### config.mk
export PLATFORM = sky130hd
export DESIGN_NAME = greedy_change_dispenser_unit
export DESIGN_NICKNAME = d
export VERILOG_FILES = /design/src/hdl/gcdisp_pkg.sv /design/src/hdl/gcdisp_dp.sv /design/src/hdl/gcdisp_ctrl.sv /design/src/hdl/greedy_change_dispenser_unit.sv
export VERILOG_INCLUDE_DIRS = /design/src /design/src/hdl
export SDC_FILE = /design/constraint.sdc
export NUM_CORES = 1
export LEC_CHECK = 0
export BUFFER_PORTS_ARGS = -buffer_cell sky130_fd_sc_hd__clkbuf_2
export CORE_MARGIN = 8
export CORE_UTILIZATION = 30
export DETAILED_ROUTE_END_ITERATION = 6
export SLEW_MARGIN = 0
export SYNTH_ARGS = -nofsm -noshare
export SYNTH_HDL_FRONTEND = slang
export SYNTH_SLANG_ARGS = --single-unit
### constraint.sdc
create_clock -name clk -period 12.43 [get_ports clk]
set_clock_uncertainty 0.05 [all_clocks]
set_input_delay 3.1075 -clock clk [delete_from_list [all_inputs] [get_ports clk]]
set_output_delay 3.1075 -clock clk [all_outputs]
set_load 0.1 [all_outputs]
### src/hdl/assert_macros.svh
// Assertion macros shared by the RTL files of the change dispenser.
// Depends on nothing; define NO_ASSERTIONS to compile the checks out.
`ifndef ASSERT_MACROS_SVH
`define ASSERT_MACROS_SVH

`ifndef NO_ASSERTIONS

`define ASSERT_ALWAYS(lbl, clk, rst_n, cond, msg) \
  lbl: assert property (@(posedge clk) disable iff (!rst_n) (cond)) else $error(msg);

`define ASSERT_IMPLIES(lbl, clk, rst_n, ante, cons, msg) \
  lbl: assert property (@(posedge clk) disable iff (!rst_n) (ante) |-> (cons)) else $error(msg);

`define ASSERT_NEXT(lbl, clk, rst_n, ante, cons, msg) \
  lbl: assert property (@(posedge clk) disable iff (!rst_n) (ante) |=> (cons)) else $error(msg);

`else

`define ASSERT_ALWAYS(lbl, clk, rst_n, cond, msg)
`define ASSERT_IMPLIES(lbl, clk, rst_n, ante, cons, msg)
`define ASSERT_NEXT(lbl, clk, rst_n, ante, cons, msg)

`endif

`endif

### src/hdl/gcdisp_pkg.sv
// Types, constants and denomination tables of the change dispenser.
// Used by the controller, the datapath and the top level.
`timescale 1ns / 1ps
`default_nettype none

package gcdisp_pkg;

  localparam int DENOM_COUNT = 7;
  localparam int IDX_W       = 3;
  localparam int REM_W       = 15;
  localparam int COUNT_W     = 8;
  localparam int DENOM_W     = 5;
  localparam int RECIP_W     = 20;
  localparam int RECIP_SHIFT = 19;
  localparam int PROD_W      = REM_W + RECIP_W;
  localparam int TAKE_W      = COUNT_W + DENOM_W;

  localparam logic [COUNT_W-1:0] INITIAL_STOCK = 8'd2;

  typedef struct packed {
    logic               cmd;
    logic signed [15:0] amount;
  } in_t;

  typedef struct packed {
    logic       status;
    logic [7:0] given_17;
    logic [7:0] given_11;
    logic [7:0] given_7;
    logic [7:0] given_5;
    logic [7:0] given_3;
    logic [7:0] given_2;
    logic [7:0] given_1;
  } out_t;

  localparam logic CMD_PAY    = 1'b0;
  localparam logic CMD_REFILL = 1'b1;

  localparam logic STATUS_DONE     = 1'b0;
  localparam logic STATUS_NO_CHANGE = 1'b1;

  typedef struct packed {
    logic             load;
    logic             refill;
    logic             div;
    logic             sub;
    logic             finish;
    logic [IDX_W-1:0] idx;
  } dp_cmd_t;

  typedef struct packed {
    logic is_refill;
    logic amount_pos;
  } dp_stat_t;

  function automatic logic [DENOM_W-1:0] denom_value(input logic [IDX_W-1:0] idx);
    logic [DENOM_W-1:0] v;
    case (idx)
      3'd0:    v = 5'd17;
      3'd1:    v = 5'd11;
      3'd2:    v = 5'd7;
      3'd3:    v = 5'd5;
      3'd4:    v = 5'd3;
      3'd5:    v = 5'd2;
      default: v = 5'd1;
    endcase
    return v;
  endfunction

  // ceil(2**RECIP_SHIFT / value), exact floor division for any 15-bit dividend
  function automatic logic [RECIP_W-1:0] denom_recip(input logic [IDX_W-1:0] idx);
    logic [RECIP_W-1:0] m;
    case (idx)
      3'd0:    m = 20'd30841;
      3'd1:    m = 20'd47663;
      3'd2:    m = 20'd74899;
      3'd3:    m = 20'd104858;
      3'd4:    m = 20'd174763;
      3'd5:    m = 20'd262144;
      default: m = 20'd524288;
    endcase
    return m;
  endfunction

endpackage

`default_nettype wire

### src/hdl/gcdisp_dp.sv
// Datapath of the change dispenser: stock, remaining amount, quotient and take counts.
// Depends on gcdisp_pkg; driven by commands from gcdisp_ctrl.
`timescale 1ns / 1ps
`default_nettype none

module gcdisp_dp import gcdisp_pkg::*; (
  input  wire logic     clk,
  input  wire logic     rst_n,
  input  wire in_t      in_data,
  input  wire dp_cmd_t  cmd,
  output dp_stat_t      stat,
  output out_t          out_data
);

  logic [COUNT_W-1:0] stock_r [DENOM_COUNT];
  logic [COUNT_W-1:0] stock_nxt [DENOM_COUNT];
  logic [COUNT_W-1:0] take_r [DENOM_COUNT];
  logic [COUNT_W-1:0] take_nxt [DENOM_COUNT];
  logic [REM_W-1:0]   rem_r, rem_nxt;
  logic [REM_W-1:0]   quot_r, quot_nxt;
  out_t               out_r, out_nxt;

  logic [PROD_W-1:0]  prod;
  logic [COUNT_W-1:0] stock_sel;
  logic [COUNT_W-1:0] n_take;
  logic [TAKE_W-1:0]  take_amt;
  logic               success;

  assign stat.is_refill  = (in_data.cmd == CMD_REFILL);
  assign stat.amount_pos = !in_data.amount[15] && (in_data.amount != 16'sd0);

  assign prod      = PROD_W'(rem_r) * PROD_W'(denom_recip(cmd.idx));
  assign stock_sel = stock_r[cmd.idx];
  assign n_take    = (quot_r < REM_W'(stock_sel)) ? quot_r[COUNT_W-1:0] : stock_sel;
  assign take_amt  = TAKE_W'(n_take) * TAKE_W'(denom_value(cmd.idx));
  assign success   = (rem_r == '0);

  always_comb begin
    stock_nxt = stock_r;
    take_nxt  = take_r;
    rem_nxt   = rem_r;
    quot_nxt  = quot_r;
    out_nxt   = out_r;
    if (cmd.load) begin
      rem_nxt = stat.amount_pos ? in_data.amount[REM_W-1:0] : '0;
      for (int i = 0; i < DENOM_COUNT; i++) take_nxt[i] = '0;
    end
    if (cmd.refill) begin
      rem_nxt = '0;
      for (int i = 0; i < DENOM_COUNT; i++) begin
        take_nxt[i]  = '0;
        stock_nxt[i] = INITIAL_STOCK;
      end
    end
    if (cmd.div) begin
      quot_nxt = prod[RECIP_SHIFT +: REM_W];
    end
    if (cmd.sub) begin
      take_nxt[cmd.idx] = n_take;
      rem_nxt = rem_r - REM_W'(take_amt);
    end
    if (cmd.finish) begin
      out_nxt.status   = success ? STATUS_DONE : STATUS_NO_CHANGE;
      out_nxt.given_17 = success ? take_r[0] : '0;
      out_nxt.given_11 = success ? take_r[1] : '0;
      out_nxt.given_7  = success ? take_r[2] : '0;
      out_nxt.given_5  = success ? take_r[3] : '0;
      out_nxt.given_3  = success ? take_r[4] : '0;
      out_nxt.given_2  = success ? take_r[5] : '0;
      out_nxt.given_1  = success ? take_r[6] : '0;
      if (success) begin
        for (int i = 0; i < DENOM_COUNT; i++) stock_nxt[i] = stock_r[i] - take_r[i];
      end
    end
  end

  always_ff @(posedge clk) begin
    if (!rst_n) begin
      for (int i = 0; i < DENOM_COUNT; i++) stock_r[i] <= INITIAL_STOCK;
    end else begin
      stock_r <= stock_nxt;
    end
  end

  always_ff @(posedge clk) begin
    take_r <= take_nxt;
    rem_r  <= rem_nxt;
    quot_r <= quot_nxt;
    out_r  <= out_nxt;
  end

  assign out_data = out_r;

endmodule

`default_nettype wire

### src/hdl/gcdisp_ctrl.sv
// Controller of the change dispenser: sequences load, divide, subtract and finish.
// Depends on gcdisp_pkg; drives gcdisp_dp through dp_cmd_t.
`timescale 1ns / 1ps
`default_nettype none

module gcdisp_ctrl import gcdisp_pkg::*; (
  input  wire logic     clk,
  input  wire logic     rst_n,
  input  wire logic     start,
  input  wire dp_stat_t stat,
  output logic          busy,
  output logic          out_valid,
  output dp_cmd_t       cmd
);

  typedef enum logic [1:0] {
    ST_IDLE,
    ST_DIV,
    ST_SUB,
    ST_FIN
  } state_t;

  state_t           state_r, state_nxt;
  logic [IDX_W-1:0] idx_r, idx_nxt;
  logic             out_valid_r, out_valid_nxt;
  logic             accept;
  logic             last;

  assign accept = start && (state_r == ST_IDLE);
  assign last   = (idx_r == IDX_W'(DENOM_COUNT - 1));

  always_comb begin
    state_nxt     = state_r;
    idx_nxt       = idx_r;
    out_valid_nxt = 1'b0;
    cmd           = '0;
    cmd.idx       = idx_r;
    case (state_r)
      ST_IDLE: begin
        if (accept) begin
          idx_nxt = '0;
          if (stat.is_refill) begin
            cmd.refill = 1'b1;
            state_nxt  = ST_FIN;
          end else begin
            cmd.load  = 1'b1;
            state_nxt = stat.amount_pos ? ST_DIV : ST_FIN;
          end
        end
      end
      ST_DIV: begin
        cmd.div   = 1'b1;
        state_nxt = ST_SUB;
      end
      ST_SUB: begin
        cmd.sub = 1'b1;
        if (last) begin
          state_nxt = ST_FIN;
        end else begin
          idx_nxt   = idx_r + 1'b1;
          state_nxt = ST_DIV;
        end
      end
      ST_FIN: begin
        cmd.finish    = 1'b1;
        out_valid_nxt = 1'b1;
        state_nxt     = ST_IDLE;
      end
      default: begin
        state_nxt = ST_IDLE;
      end
    endcase
  end

  always_ff @(posedge clk) begin
    if (!rst_n) begin
      state_r     <= ST_IDLE;
      idx_r       <= '0;
      out_valid_r <= 1'b0;
    end else begin
      state_r     <= state_nxt;
      idx_r       <= idx_nxt;
      out_valid_r <= out_valid_nxt;
    end
  end

  assign busy      = (state_r != ST_IDLE);
  assign out_valid = out_valid_r;

endmodule

`default_nettype wire

### src/hdl/greedy_change_dispenser_unit.sv
// Top level of the change dispenser: controller plus datapath.
// Depends on gcdisp_pkg, gcdisp_ctrl, gcdisp_dp and assert_macros.svh.
//
// A command is taken when start is high and busy is low. A pay-out of a positive
// amount walks the seven denominations largest first, each in a divide state and a
// subtract state (a shared reciprocal multiplier for the quotient, then the stock
// limit and subtract), and then a finish state. A refill or a non-positive amount
// goes from idle straight to the finish state. The result is shown for exactly
// one cycle with out_valid high, starting at the edge where busy falls; the
// receiver cannot stall it, so it must capture every strobe.
`timescale 1ns / 1ps
`default_nettype none

`include "assert_macros.svh"

module greedy_change_dispenser_unit import gcdisp_pkg::*; (
  input  wire logic clk,
  input  wire logic rst_n,
  input  wire logic start,
  output logic      busy,
  input  wire in_t  in_data,
  output logic      out_valid,
  output out_t      out_data
);

  dp_cmd_t  cmd;
  dp_stat_t stat;

  gcdisp_ctrl u_ctrl (
    .clk       (clk),
    .rst_n     (rst_n),
    .start     (start),
    .stat      (stat),
    .busy      (busy),
    .out_valid (out_valid),
    .cmd       (cmd)
  );

  gcdisp_dp u_dp (
    .clk      (clk),
    .rst_n    (rst_n),
    .in_data  (in_data),
    .cmd      (cmd),
    .stat     (stat),
    .out_data (out_data)
  );

  `ASSERT_NEXT(a_accept_busy, clk, rst_n, start && !busy, busy, "accepted transfer did not raise busy")
  `ASSERT_IMPLIES(a_out_after_busy, clk, rst_n, out_valid, $past(busy), "result strobe without prior work")
  `ASSERT_IMPLIES(a_fail_zero, clk, rst_n, out_valid && (out_data.status == STATUS_NO_CHANGE), (out_data.given_17 == 8'd0) && (out_data.given_11 == 8'd0) && (out_data.given_7 == 8'd0) && (out_data.given_5 == 8'd0) && (out_data.given_3 == 8'd0) && (out_data.given_2 == 8'd0) && (out_data.given_1 == 8'd0), "failed pay-out reports nonzero counts")

endmodule

`default_nettype wire
==> reports/qor.yml, run 1 <==
power:
  ir_drop_uv: 365.1
  power_uw: 5619
  p_per_area_nw_per_um2: 243.8
  cellLeakagePower_uw: 0.01020
clocking:
  clk_pin_slew_ns: 0.06
  cts_tree: "yes"
  cts_setup_buffers: 0
  cts_root_buf: "clkbuf_16"
  cts_inserted_buffers: 23
  clock-sinks: 205
  clock_latency_ns: 0.54
  ctsHoldBuffers: 0
  cts_max_level: 1
  post_cts_resized: 0
  cts_buffer_depth: 3
global_route:
  grt_pass1_vias: 16190
  antenna_found_initial: 0
  overflow: 0
  grt_max_degree: 91
  track_usage_pct: 14.92
  grt_pass1_wl_um: 92950
synthesis:
  ys.flop_type: "dfxtp_1"
  postSynthAreaPerCell_um2: 9.020
  synthCells: 2317
  ys_seq_elements: 205
  seq_area_frac_synth_pct: 23.80
  yosysUniqueCellTypes: 67
  synth-async-reset-ratio_pct: 0
  syn_area_um2: 20900
  synth_edf_count: 87
  synth_warnings: 0
  syn_nets: 2778
placement:
  placed_cells: 3250
  place_congestion: 0.8902
  post-dp-hpwl_um: 44910
  numPortBuffers: 78
  place_ws_ns: 3.942
finish:
  fin_util_pct: 33.48
  final_cells: 3292
  layout_common_cells: "inv_1 (401), fa_1 (264), nand2_1 (233), ha_1 (177), nor2_1 (134)"
  antennaDiodeCount: 0
  area_delta_synth_final_pct: 10.27
  final_common_cell: "inv_1"
  nets: 2805
  drive_above_1_share_pct: 7.878
critical_path:
  required_ns: 12.65
  crit_fanout: 23
  path_class: "reg -> reg"
  endpoint_kind: "register"
  start_kind: "register"
  arrival_ns: 8.80
die:
  start_util_pct: 30.36
  die_height_um: 279.9
  die_w_um: 279.9
  dieArea_um2: 78360
  io_pins: 79
  coreArea_um2: 68830
  rows: 96
timing:
  tightest_slew_ns: 1.133
  period_share_pct: 69.01
  clock.fmax_mhz: 116.6
  setup_viol: 0
  rsz0062_at_grt: "false"
  relSlewSlack_pct: 24.49
  slew_viol_final: 0
  fin_crit_ns: 8.578
  fin_tns_setup_ns: 0
  timing.final.hold_violations: 0
  worst_slack_ns: 3.852
drt:
  num_vias: 15980
  routedWlPerCell_um: 17.83
  ant_nets: 0
  vias_per_cell: 4.855
  drc: 0
  dr.pass1.iters: 5
  drt-total-wl_um: 58700
  drt_iter0_markers: 1276
min_path:
  hp-class: "reg -> reg"
job:
  cap_violations: 0
run_status:
  status: "complete, no violations"
[per-layer routing]
| layer | up-vias | track usage [%] | part of all wire [%] |
|---|---|---|---|
| met3 | 107 | 3.220 | 8.0 |
| li1 | 7541 | - | - |
| met5 | - | 0 | 0 |
| met4 | 0 | 3.830 | 2.8 |
| met2 | 530 | 24.79 | 46 |
| met1 | 7804 | 19.60 | 43 |
[path summary, 6_finish.rpt]
| path | start | end | slack [ns] | cells past startpoint |
|---|---|---|---|---|
| max reg2reg | u_ctrl.idx_r[0] | u_dp.quot_r[11] | 3.85 | 26 |
| min reg2reg | u_dp.take_r[28] | u_dp.take_r[28] | 0.41 | 2 |
| max | u_ctrl.idx_r[0] | u_dp.quot_r[11] | 3.85 | 26 |
| min | u_dp.take_r[28] | u_dp.take_r[28] | 0.41 | 2 |
[critical path: stages, from the launching register on]
cell,delay (ns)
dfxtp_1,0.42
buf_4,0.36
inv_1,0.16
ha_1,0.38
and2_1,0.47
or2_2,0.52
and2_1,0.22
fa_1,0.54
inv_1,0.06
fa_1,0.54
inv_1,0.05
fa_1,0.51
fa_1,0.45
fa_1,0.50
inv_1,0.05
fa_1,0.48
inv_1,0.04
ha_1,0.28
a211oi_1,0.31
nand2_1,0.09
a211o_1,0.23
o31a_1,0.36
o211ai_1,0.33
a21boi_1,0.20
a311oi_1,0.39
o21ai_0,0.15
xor2_1,0.16
[through the flow]
step,hold WS (ns),area (um^2)
2_1_floorplan,0.3911,20900
5_1_grt,0.4312,23040
4_1_cts,0.4111,23040
6_report,0.4095,23040
3_5_place_dp,0.4031,22300
3_3_place_gp,0.3970,22300
[cell families after synthesis]
kind of cell | after synthesis | share of synthesized area (%)
AND/OR/NAND/NOR | 757 | 17.66
buffers and inverters | 515 | 9.394
adder cells (fa/ha/maj) | 441 | 35.89
AO/OA/AOI/OAI | 323 | 9.645
flip-flops | 205 | 23.80
XOR/XNOR | 48 | 2.012
multiplexers | 28 | 1.599
[registers in the layout, indices dropped and copies added (netlist names)]
signal / flops
u_dp.take_r: 56
u_dp.quot_r: 15
u_dp.out_data: 57
u_dp.stock_r: 56
u_ctrl.idx_r: 3
u_dp.rem_r: 15
u_ctrl.state_r: 2
u_ctrl.out_valid: 1
[cell usage after synthesis, drive strengths merged, types with 3 or more instances]
cell | count | area (um^2)
nand2 | 235 | 882.1
ha | 177 | 2215
nor2 | 134 | 503.0
or3 | 3 | 18.77
nand3 | 117 | 585.6
a211o | 6 | 52.55
mux2i | 21 | 210.2
and4 | 5 | 43.79
o31ai | 23 | 177.7
edfxtp | 87 | 2613
nor4 | 6 | 37.54
o21a | 12 | 91.34
buf | 17 | 93.84
mux4 | 4 | 90.09
mux2 | 3 | 33.78
or2 | 17 | 106.4
a21boi | 18 | 135.1
xor2 | 16 | 140.1
nand4 | 8 | 50.05
o211ai | 5 | 37.54
a22oi | 4 | 30.03
xnor2 | 32 | 280.3
dfxtp | 118 | 2362
a21oi | 54 | 270.3
a21o | 13 | 97.59
clkbuf | 96 | 360.4
nand3b | 15 | 112.6
o31a | 3 | 26.28
o21ai | 137 | 685.7
nor3 | 18 | 90.09
inv | 401 | 1505
a31oi | 4 | 25.02
fa | 264 | 5285
o22ai | 3 | 18.77
nor2b | 26 | 170.2
and2 | 111 | 694.4
and3 | 42 | 262.8
a221oi | 9 | 78.83
a311o | 7 | 70.07
nand2b | 17 | 106.4
a211oi | 5 | 42.54
o21bai | 6 | 45.04
[cell type report]
cell class                 instances  area, um^2
fill                            7132       45780
inverter                         402        1509
timing repair buffer             115       668.1
tap                              931        1165
clock inverter                    13       92.59
multi-input combinational       1597       13990
sequential                       205        4975
clock buffer                      29       649.4
[power by group]
part	total [uW]	switching, uW	leakage (uW)	internal [uW]
combinational	4060	2300	0.00806	1760
sequential	898	49.4	0.00177	849
clock	665	290	0.000365	375
Power figures use the tool's default switching activity.
==> inputs of run 2 (changes only) <==
- ABC_AREA: unset -> 1
- clock period: 12.43 -> 7.2 ns (I/O delays scaled with it)
==> run 2 against run 1 <==
  * Synthesized cell count up 9.4%
  * First-iteration DRC count down 6.2%
  * Maximum frequency up 28%
  * Clock-buffer cell count down 2
  * Via count up 6.0%
  * Worst setup slack worse by 3.4 ns
  * Flip-flop and latch count unchanged
  * Final area up 0.87%
  * Area after synthesis down 0.62%
  * Sequential share of layout area down 0.19 points
  * Hold slack better by 0.0037 ns
==> reports/qor.yml, run 2 <==
critical_path:
  cpMostUsedCell: "fa_1"
  crit_fanout: 13
  timing.rr.end: "u_dp.quot_r[13]"
  slowest_stage: "dfxtp_1"
  endpoint_kind: "register"
  max_stage_delay_ns: 0.65
  worstReg2RegStart: "u_ctrl.idx_r[2]"
  start_kind: "register"
  path_cells: "inv_1 > ha_1 > nor2_1 > buf_4 > inv_1 > nand2_1 > fa_1 > fa_1 > inv_1 > fa_1 > fa_1 > fa_1 > inv_1 > fa_1 > inv_1 > ha_1 > a21oi_1 > o21ai_0 > a221oi_1 > nand2_1 > nand3b_1 > nand2_1 > xor2_1"
  ff2ff_path_depth: 23
  arrival_ns: 6.97
  path_class: "reg -> reg"
  r2r_slack_ns: 0.48
  required_ns: 7.46
die:
  rows: 96
  coreArea_um2: 68590
  dieArea_um2: 77910
  die_w_um: 279.1
  io_pins: 79
  start_util_pct: 30.28
  die_height_um: 279.1
global_route:
  grt_pass1_vias: 16860
  overflow: 0
  track_usage_pct: 15.71
  antenna_found_initial: 0
  grt_pass1_wl_um: 97020
  grt_max_degree: 72
run_status:
  status: "complete, no violations"
finish:
  nets: 3081
  multi_input_area_um2: 13530
  layout_common_cells: "inv_1 (498), nand2_1 (405), nor2_1 (336), fa_1 (264), ha_1 (177)"
  largest_reg_flops: 57
  area_delta_synth_final_pct: 11.92
  final_common_cell: "inv_1"
  antennaDiodeCount: 0
  drive_above_1_share_pct: 8.153
  fillers: 7217
  seqCellArea_um2: 4975
drt:
  dr.pass1.iters: 6
  drt_iter0_markers: 1197
  routedWlPerCell_um: 17.12
  vias_per_cell: 4.747
  ant_nets: 0
  drc: 0
  drt-total-wl_um: 61080
  num_vias: 16940
synthesis:
  synthTopCellsByArea: "fa_1 (25%), edfxtp_1 (13%), dfxtp_1 (11%)"
  synth_edf_count: 87
  ys.flop_type: "dfxtp_1"
  yosysUniqueCellTypes: 47
  synth-async-reset-ratio_pct: 0
  synth.most_common_cell: "inv_1"
  syn_area_um2: 20770
  ys_seq_elements: 205
  syn_nets: 2996
  postSynthAreaPerCell_um2: 8.193
  yosys-top-cells-count: "inv_1 (500), nand2_1 (406), nor2_1 (336)"
  yosysTopAreaCell: "fa_1"
  synth_top_area_share_pct: 25.45
  seq_area_frac_synth_pct: 23.95
  synth_warnings: 0
  synthCells: 2535
job:
  cap_violations: 0
clocking:
  clock-sinks: 205
  clock_latency_ns: 0.55
  ctsHoldBuffers: 0
  cts_buffer_depth: 3
  cts_max_level: 1
  cts_inserted_buffers: 23
  clk_pin_slew_ns: 0.07
  cts_root_buf: "clkbuf_16"
  cts_tree: "yes"
placement:
  post-dp-hpwl_um: 49880
  place_ws_ns: 0.4323
  numPortBuffers: 78
  place_congestion: 0.9621
timing:
  worst_slack_ns: 0.4826
  setup_viol: 0
  hold_ws_ns: 0.4132
  tightest_slew_ns: 0.9943
  fin_tns_setup_ns: 0
  fin_crit_ns: 6.717
  period_share_pct: 93.30
  slew_viol_final: 0
  relSlewSlack_pct: 33.35
  clock.fmax_mhz: 148.9
  timing.final.hold_violations: 0
  rsz0062_at_grt: "false"
min_path:
  hp-class: "reg -> reg"
  min_from: "u_dp.stock_r[24]"
  min_path_cells: 2
  hold_end: "u_dp.stock_r[24]"
-- run 2: worst max-delay path, delay by kind of cell, from the launching register on --
kind / cells / cell delay [ns]
DFF: 1 / 0.65
and+or+nand+nor: 5 / 0.68
xor gates and xnor gates: 1 / 0.14
buffers and inverters: 6 / 0.79
adders and majority gates: 8 / 3.58
AOI/OAI and AO/OA: 3 / 0.61
-- run 2: repair_timing --
action / 4_1_cts / 5_1_grt
resized for setup: 0 / 3
endpoints found under the setup margin: 0 / 6
buffers inserted: 0 / 0
-- run 2: final cells by class --
type                    count  share of cell area [%]
inverters                 512                   8.268
well taps                 931                   5.011
multi-input cells        1737                   58.21
clock buffers              27                   2.627
repair buffers            141                   3.714
clock inverters            15                  0.7697
flip-flops and latches    205                   21.40
-- run 2: how the worst max path moves through the flow --
stage | start | to | slack (ns)
after detailed placement | u_ctrl.idx_r[2] | u_dp.quot_r[12] | 0.43
after global placement | u_ctrl.idx_r[0] | u_dp.quot_r[14] | 0.47
final | u_ctrl.idx_r[2] | u_dp.quot_r[13] | 0.48
after floorplan | u_ctrl.idx_r[0] | u_dp.quot_r[13] | 0.65
after global routing | u_ctrl.idx_r[2] | u_dp.rem_r[12] | 0.03
after CTS | u_ctrl.idx_r[0] | u_dp.quot_r[4] | 0.44
-- run 2: kinds of logic after synthesis --
family / after synthesis / synth area share, %
AOI/OAI and AO/OA: 360 / 9.711
xor gates and xnor gates: 47 / 1.982
adders and majority gates: 441 / 36.11
buffers and inverters: 593 / 10.94
DFF: 205 / 23.95
and+or+nand+nor: 889 / 17.31
-- run 2: metrics by stage --
step	area [um^2]	util, %	cells
6_report	23240	33.89	3568
5_1_grt	23240	33.89	3568
4_1_cts	23240	33.89	3568
3_5_place_dp	22450	32.74	3526
3_3_place_gp	22450	32.74	3526
2_1_floorplan	20770	-	2535
-- run 2: routing by layer --
layer	wire (um)	vias up	global-route usage, %
li1	-	8098	-
met1	25800	8167	20.45
met2	28720	566	26.56
met3	4609	106	2.663
met4	1953	0	4.719
met5	0	-	0
Power of run 2 is left out: the tool's default activity adds up to more than one toggle a clock period on the data nets, which glitch-free logic cannot reach.
==> inputs of run 3 (changes only) <==
- CORE_MARGIN: 8 -> unset
==> run 3 against run 2 <==
  * Critical path depth unchanged
  * Via count is 0.72% higher
  * Utilization up 0.16 points
  * Maximum frequency fell by 2.1%
  * Final area grew 0.47%
  * Worst setup slack worse by 0.15 ns
  * Routed wire length rose by 1.3%
  * Flip-flop and latch count unchanged
  * Sequential share of layout area fell by 0.10 points
==> reports/qor.yml, run 3 (synthesis results as in run 2) <==
run_status:
  status: "complete, no violations"
critical_path:
  path_class: "reg -> reg"
  arrival_ns: 7.11
  crit_fanout: 10
  ff2ff_path_depth: 23
  endpoint_kind: "register"
  start_kind: "register"
  r2r_slack_ns: 0.34
  required_ns: 7.44
die:
  dieArea_um2: 70290
  io_pins: 79
  rows: 96
  coreArea_um2: 68590
  start_util_pct: 30.28
  die_height_um: 265.1
  die_w_um: 265.1
finish:
  design_area_um2: 23350
  final_cells: 3580
  seqCellArea_um2: 4975
  nets: 3092
  final_common_cell: "inv_1"
  largest_reg_flops: 57
  area_delta_synth_final_pct: 12.44
  layout_common_cells: "inv_1 (498), nand2_1 (406), nor2_1 (336), fa_1 (264), ha_1 (177)"
  fillers: 7198
  antennaDiodeCount: 0
  multi_input_area_um2: 13530
  drive_above_1_share_pct: 8.532
placement:
  placed_cells: 3536
  place_congestion: 0.9959
  place_area_um2: 22520
  post-dp-hpwl_um: 50160
  numPortBuffers: 78
timing:
  fin_tns_setup_ns: 0
  timing.final.hold_violations: 0
  relSlewSlack_pct: 36.36
  clock.fmax_mhz: 145.7
  hold_ws_ns: 0.4111
  period_share_pct: 95.34
  setup_viol: 0
  fin_crit_ns: 6.865
  slew_viol_final: 0
  rsz0062_at_grt: "false"
  tightest_slew_ns: 0.9489
global_route:
  grt_pass1_vias: 16980
  grt_max_degree: 59
  grt_pass1_wl_um: 97810
  overflow: 0
  track_usage_pct: 17.95
  antenna_found_initial: 0
clocking:
  cts_max_level: 1
  cts_buffer_depth: 3
  clock-sinks: 205
  post_cts_resized: 0
  cts_inserted_buffers: 24
  cts_root_buf: "clkbuf_16"
  cts_setup_buffers: 0
  clock_latency_ns: 0.55
  clk_pin_slew_ns: 0.07
  cts_tree: "yes"
  ctsHoldBuffers: 0
drt:
  routedWlPerCell_um: 17.29
  dr.pass1.iters: 6
  drc: 0
  ant_nets: 0
  drt_iter0_markers: 1264
  vias_per_cell: 4.765
  drt-total-wl_um: 61900
  num_vias: 17060
job:
  cap_violations: 0
min_path:
  min_path_cells: 2
  hp-class: "reg -> reg"
==> run 3: layer usage <==
metal  GRT usage, %  vias to the layer above  share of wire [%]
li1               -                     8121                  -
met1          23.72                     8178                 42
met2          29.37                      641                 46
met3          2.990                      119                8.0
met4          6.718                        0                3.9
met5              0                        -                  0
==> run 3: worst paths after layout <==
path / from / endpoint
max: u_ctrl.idx_r[1] / u_dp.quot_r[13]
min: u_dp.stock_r[24] / u_dp.stock_r[24]
max reg2reg: u_ctrl.idx_r[1] / u_dp.quot_r[13]
min reg2reg: u_dp.stock_r[24] / u_dp.stock_r[24]
==> run 3: final cells by class <==
cell class                      instances  share of cell area, %
Tap cell                              931                  4.988
Inverter                              512                  8.229
Clock buffer                           26                  2.604
Timing Repair Buffer                  151                  4.018
Sequential cell                       205                  21.30
Clock inverter                         18                 0.9322
Multi-Input combinational cell       1737                  57.93
==> run 3: worst max-delay path, cell delays in order (launching register included) <==
cell and delay (ns):
dfxtp_1 0.62, inv_2 0.16, ha_1 0.25, nand2_1 0.32, clkinv_1 0.15, buf_4 0.20
nand2_1 0.18, nand2_1 0.14, fa_1 0.52, fa_1 0.60, fa_1 0.44, fa_1 0.46
fa_1 0.50, inv_1 0.05, fa_1 0.47, inv_1 0.04, ha_1 0.32, a21oi_1 0.15
o21ai_0 0.15, a221oi_1 0.31, nand2_1 0.18, nand3b_1 0.12, nand2_1 0.07, xor2_1 0.14
==> run 3: per-stage QoR <==
stage | setup slack, ns | utilization, %
after global placement | 0.2741 | 32.84
after detailed placement | 0.3343 | 32.84
after CTS | 0.3001 | 34.04
after global routing | 0.02505 | 34.05
final | 0.3353 | 34.05
after floorplan | 0.6480 | -
Power of run 3 is left out for the same reason.
